**src/hdl/rsqv_pkg.sv**
```systemverilog
package rsqv_pkg;

   localparam int COORD_W = 24;
   localparam int TRIG_W  = 16;

   // slot field is 16 bits wide, so the count stays a power of two
   localparam int SLOT_COUNT = 65536;

   localparam logic [16:0] SIN_A = 17'd51472;
   localparam logic [14:0] SIN_B = 15'd21024;
   localparam logic [11:0] SIN_C = 12'd2320;

   localparam logic signed [COORD_W-1:0] COORD_MAX = 24'sh7FFFFF;
   localparam logic signed [COORD_W-1:0] COORD_MIN = -24'sh800000;

   typedef logic signed [TRIG_W-1:0]  trig_type;
   typedef logic signed [COORD_W-1:0] coord_type;

endpackage

```
**src/hdl/rsqv_sine.sv**
```systemverilog
module rsqv_sine (
   input  logic                   clock,
   input  logic [15:0]            angle,
   output rsqv_pkg::trig_type     sin_out
);

   logic [1:0]  q_s0_ff, q_s1_ff, q_s2_ff;
   logic [14:0] z_s0_ff, z_s1_ff, z_s2_ff;
   logic [14:0] z2_s1_ff;
   logic [16:0] t_s2_ff;

   logic [1:0]  q_in;
   logic [14:0] z_in;
   logic [29:0] zz;
   logic [14:0] z2_in;
   logic [26:0] cz;
   logic [14:0] tb;
   logic [29:0] tbz;
   logic [16:0] t_in;
   logic [31:0] mz;
   logic [17:0] m;
   logic [15:0] mag;

   always_comb begin
      q_in  = angle[15:14];
      z_in  = q_in[0] ? (15'd16384 - {1'b0, angle[13:0]}) : {1'b0, angle[13:0]};
      zz    = 30'(z_s0_ff) * 30'(z_s0_ff);
      z2_in = zz[28:14];
      cz    = 27'(rsqv_pkg::SIN_C) * 27'(z2_s1_ff);
      tb    = rsqv_pkg::SIN_B - 15'(cz[26:14]);
      tbz   = 30'(tb) * 30'(z2_s1_ff);
      t_in  = rsqv_pkg::SIN_A - 17'(tbz[29:14]);
      mz    = 32'(t_s2_ff) * 32'(z_s2_ff);
      m     = mz[31:14];
      mag   = (m > 18'd32767) ? 16'd32767 : m[15:0];
   end

   always_ff @(posedge clock) begin
      q_s0_ff  <= q_in;
      z_s0_ff  <= z_in;
      q_s1_ff  <= q_s0_ff;
      z_s1_ff  <= z_s0_ff;
      z2_s1_ff <= z2_in;
      q_s2_ff  <= q_s1_ff;
      z_s2_ff  <= z_s1_ff;
      t_s2_ff  <= t_in;
      sin_out  <= q_s2_ff[1] ? -$signed(mag) : $signed(mag);
   end

endmodule

```
**config.mk**
```make
export PLATFORM = sky130hd
export DESIGN_NAME = rsqv_sine
export DESIGN_NICKNAME = d
export VERILOG_FILES = /design/src/hdl/rsqv_pkg.sv /design/src/hdl/rsqv_sine.sv
export SDC_FILE = /design/constraint.sdc
export NUM_CORES = 2
export LEC_CHECK = 0
export BUFFER_PORTS_ARGS = -buffer_cell sky130_fd_sc_hd__buf_2
export CAP_MARGIN = 15
export CORE_MARGIN = 10
export CORE_UTILIZATION = 30
export DETAILED_ROUTE_END_ITERATION = 7
export SETUP_SLACK_MARGIN = 0.05
export SLEW_MARGIN = 20
export SYNTH_ARGS = -nofsm -noshare
export SYNTH_HDL_FRONTEND = slang
export SYNTH_SLANG_ARGS = --single-unit
```
**constraint.sdc**
```tcl
create_clock -name clock -period 12.97 [get_ports clock]
set_input_delay 3.2425 -clock clock [delete_from_list [all_inputs] [get_ports clock]]
set_output_delay 3.2425 -clock clock [all_outputs]
set_load 0.02 [all_outputs]
```
After elaboration in Yosys (flattened, before gate mapping)
Index checks and enable logic that the tools add are counted.
{ "op_classes": {"order_cmp": 1, "n_addsub": 4, "n_mux": 3, "mul": 4} }
{ "ops": {"columns": ["operator", "n"], "rows": [
  ["17-bit by 15-bit multiplier with 32-bit output", 1],
  ["16-bit two-way mux", 2],
  ["15-bit by 15-bit multiplier with 30-bit output", 1],
  ["15-bit by 15-bit multiplier with 29-bit output", 1],
  ["8-bit by 15-bit multiplier with 23-bit output (first input constant)", 1],
  ["18-bit by 15-bit greater-than comparator with 1-bit output (second input constant)", 1],
  ["16-bit by 16-bit subtractor with 17-bit output (first input constant)", 1],
  ["16-bit negator", 1],
  ["15-bit by 13-bit subtractor with 15-bit output (first input constant)", 1],
  ["15-bit by 14-bit subtractor with 15-bit output (first input constant)", 1],
  ["14-bit two-way mux", 1]
]} }
{ "totals": {"out_inout_bits": 16, "register_bits": 99, "input_bits": 17} }

Longest topological paths before layout
{ "logic_depth": {"word_depth": 5, "ltp_mapped": 48} }

Least setup slack after synthesis
Ideal clock, no wire load.
{ "synth_timing": {"kind": "register to register", "from": "reg z2_s1_ff[5]", "to": "reg t_s2_ff[10]", "t_required_ps": 12898, "period_less_slack_ps": 10659, "setup_time_ps": 72, "setup_slack_ps": 2311, "path_buffers": 2, "t_arrival_ps": 10587, "path_stages_with_launch": 44, "cell_sequence": "dfxtp_1 ha_1 inv_1 fa_1 inv_1 ha_1 ha_1 and3_4 a221oi_4 a31oi_4 o311a_4 o2111a_2 o32a_1 buf_6 or4b_4 o32ai_2 nor3_4 buf_6 [8 not listed] fa_1 fa_1 inv_1 ha_1 a21oi_1 o21ai_0 a211o_1 a311o_1 nand2_1 xnor2_1 inv_1 ha_1 inv_1 o31ai_1 a21oi_1 a211o_1 a22oi_1 xor2_1"} }
{ "synth_via": {"elab_chain_len": 4} }
{ "synth_rtl": {"columns": ["element", "line_no", "text"], "rows": [
  ["from (decl)", "rsqv_sine.sv:9", "logic [14:0] z2_s1_ff;"],
  ["from (signal assigned)", "rsqv_sine.sv:43", "z2_s1_ff <= z2_in;"],
  ["8-bit by 15-bit multiplier with 23-bit output", "rsqv_sine.sv:29", "cz = 27'(rsqv_pkg::SIN_C) * 27'(z2_s1_ff);"],
  ["15-bit by 13-bit subtractor with 15-bit output", "rsqv_sine.sv:30", "tb = rsqv_pkg::SIN_B - 15'(cz[26:14]);"],
  ["15-bit by 15-bit multiplier with 30-bit output *", "rsqv_sine.sv:31", "tbz = 30'(tb) * 30'(z2_s1_ff);"],
  ["16-bit by 16-bit subtractor with 17-bit output *", "rsqv_sine.sv:32", "t_in = rsqv_pkg::SIN_A - 17'(tbz[29:14]);"],
  ["via t_in[10]", "rsqv_sine.sv:19", "logic [16:0] t_in;"],
  ["to (signal assigned)", "rsqv_sine.sv:46", "t_s2_ff <= t_in;"],
  ["to (decl)", "rsqv_sine.sv:10", "logic [16:0] t_s2_ff;"]
]} }
Mark *: on every way through the listed nets, which the timed path passes. The rest lies on a longest branch.
A chain may end at the register's enable or synchronous reset.

Worst setup path in the final report
{ "layout_timing": {"from": "reg z2_s1_ff[9]", "to": "reg t_s2_ff[13]"} }
The elaborated chain is that of the path after synthesis.

==> qor.yml <==
cts-root-buf: "clkbuf_16"
die_y_um: 314
hold_end: "z_s2_ff[1]$_DFF_P_"
drtIter0Drc: 924
slew_headroom: 0.280
routabilityCongestion: 0.888
grt_pass1_wl_um: 100000
regToRegStartpoint: "z2_s1_ff[9]$_DFF_P_"
antenna_found_initial: 3
fmax_mhz: 82.3
grt_overflow_total: 0
numCtsBuffers: 9
cts_sinks: 96
drive_gt1_frac: 0.0502
cap_violations: 0
ys_seq_elements: 96
crit_required_ns: 13.28
hold_viol_final: 0
ys_types: 95
clk_pin_slew_ns: 0.08
finalSetupTns_ns: 0
holdPathStages: 0
h-tree-depth: 3
drt_wl_total_um: 58700
min_from: "z_s1_ff[1]$_DFF_P_"
wire_per_inst_um: 14.9
nets: 3626
design.die.area_mm2: 0.0984
cts_tree: "built"
dr.pass1.iters: 6
worst_skew_pair.late_latency_ns: 0.39
finalMaxSlewViolations: 0
vias: 18300
fill_cells: 8995
cts.path.max_buffers: 2
synth-edff-count: 0
yosys_warnings: 0
rows: 107
synth.avg_cell_area_um2: 9.16
min_period_ns: 12.14
ys_seq_area_frac: 0.0743
final_cell_mix: "565 x inv_1, 502 x fa_1, 340 x nand2_1"
area.growth.synth_to_final_pct: 6.57
synth_cells: 2825
criticalPathCategory: "reg -> reg"
cp-end-kind: "register"
worst_r2r_endpoint: "t_s2_ff[13]$_DFF_P_"
ios: 33
final_common_cell: "inv_1"
fin_skew_ns: 0.0205
coreArea_mm2: 0.0854
cp_max_fo: 16
grt_pass1_vias: 19100
die_w_um: 314
netlist_area_mm2: 0.0259
hpwl_um: 48500
worst_slew_pin_slew_ns: 1.07
grt_usage: 0.123
reg2reg_slack_ns: 0.83
initial_core_util: 0.303
synth_fp_nets: 3667
cp_slowest_cell: "dfxtp_1"
route.detailed.drc: 0
port_buffers: 32
via_per_inst: 4.65
fin_crit_sh: 0.936
worstSetupStartpointType: "register"
postCtsHoldBufs: 0
worstPathArrival_ns: 12.45
outcome: "finished clean"
r2r_cells: 41
final_antenna_net_count: 0
grt_max_degree: 29
rsz0062_at_grt: "no"
synth_ff_type: "dfxtp_1"
hold_class: "reg -> reg"
slowest_delay_ns: 0.70
async_reset_ff_frac: 0
setup_viol: 0
## critical path, delay by kind of cell, from the launching register on
family | cells | cell delay [ns]
adders and majority gates | 11 | 4.51
DFF | 1 | 0.70
xor gates and xnor gates | 1 | 0.11
muxes | 2 | 0.64
AOI/OAI and AO/OA | 12 | 3.36
and+or+nand+nor | 8 | 1.95
buffers and inverters | 7 | 0.78
## metrics by stage
stage                     cell area (µm²)  cells  hold WS (ns)   util  setup WS [ns]
after floorplan                     25900   2825         0.310      -           2.31
after global placement              27300   3917         0.311  0.319           1.16
after detailed placement            27300   3917         0.312  0.319          0.858
after CTS                           27600   3933         0.319  0.323          0.803
after global routing                27600   3933         0.325  0.323         0.0980
final                               27600   3934         0.318  0.323          0.826
## cells in the mapped netlist (28+ instances only)
| cell | number | area [µm²] |
|---|---|---|
| a21o_1 | 32 | 240 |
| xor2_1 | 28 | 245 |
| a21oi_1 | 69 | 345 |
| dfxtp_1 | 96 | 1920 |
| fa_1 | 502 | 10000 |
| nor2_1 | 71 | 267 |
| ha_1 | 323 | 4040 |
| clkbuf_1 | 102 | 383 |
| o21ai_0 | 38 | 190 |
| xnor2_1 | 63 | 552 |
| inv_1 | 565 | 2120 |
| and2_1 | 272 | 1700 |
| nand2_1 | 340 | 1280 |
## kinds of logic after synthesis
| logic type | count (synthesis) | share of synthesized area |
|---|---|---|
| and+or+nand+nor | 856 | 0.169 |
| adders and majority gates | 825 | 0.545 |
| buffers and inverters | 675 | 0.0989 |
| AOI/OAI and AO/OA | 268 | 0.0761 |
| DFF | 96 | 0.0743 |
| xor gates and xnor gates | 92 | 0.0314 |
| muxes | 13 | 0.00517 |
## layout make-up
type                            count  area (µm²)  area share
Inverter                          565        2120      0.0769
Clock buffer                       10         239     0.00867
Antenna cell                        1        2.50   0.0000908
Tap cell                         1144        1430      0.0519
Timing Repair Buffer               58         355      0.0129
Multi-Input combinational cell   2054       21400       0.778
Sequential cell                    96        1930      0.0698
Clock inverter                      6        60.1     0.00218
## routing by layer
layer | GRT usage | part of all wire | vias to the layer above
met5 | 0 | 0.00022 | -
li1 | - | - | 8670
met4 | 0.0192 | 0.013 | 2
met3 | 0.0276 | 0.059 | 51
met1 | 0.173 | 0.48 | 9167
met2 | 0.195 | 0.45 | 393
## state kept, by name, summed over array words and instances (netlist names)
signal	count
q_s0_ff	1
q_s1_ff	1
q_s2_ff	1
sin_out	16
t_s2_ff	17
z2_s1_ff	15
z_s0_ff	15
z_s1_ff	15
z_s2_ff	15
## repair_timing
| item | 4_1_cts | 5_1_grt |
|---|---|---|
| buffers inserted | 0 | 0 |
| endpoints found under the setup margin | 0 | 3 |
| resized for setup | 0 | 4 |
## worst max-delay path by stage
stage	from	endpoint	slack (ns)	depth (start not counted)
3_5_place_dp	z2_s1_ff[10]$_DFF_P_	t_s2_ff[13]$_DFF_P_	0.86	41
3_3_place_gp	z2_s1_ff[3]$_DFF_P_	t_s2_ff[10]$_DFF_P_	1.16	45
4_1_cts	z2_s1_ff[10]$_DFF_P_	t_s2_ff[13]$_DFF_P_	0.80	41
6_report	z2_s1_ff[9]$_DFF_P_	t_s2_ff[13]$_DFF_P_	0.83	41
5_1_grt	z2_s1_ff[9]$_DFF_P_	t_s2_ff[10]$_DFF_P_	0.1	43
2_1_floorplan	z2_s1_ff[5]$_DFF_P_	t_s2_ff[10]$_DFF_P_	2.31	43
Power is left out: the tool's default activity adds up to more than one toggle a clock period on the data nets, which glitch-free logic cannot reach.
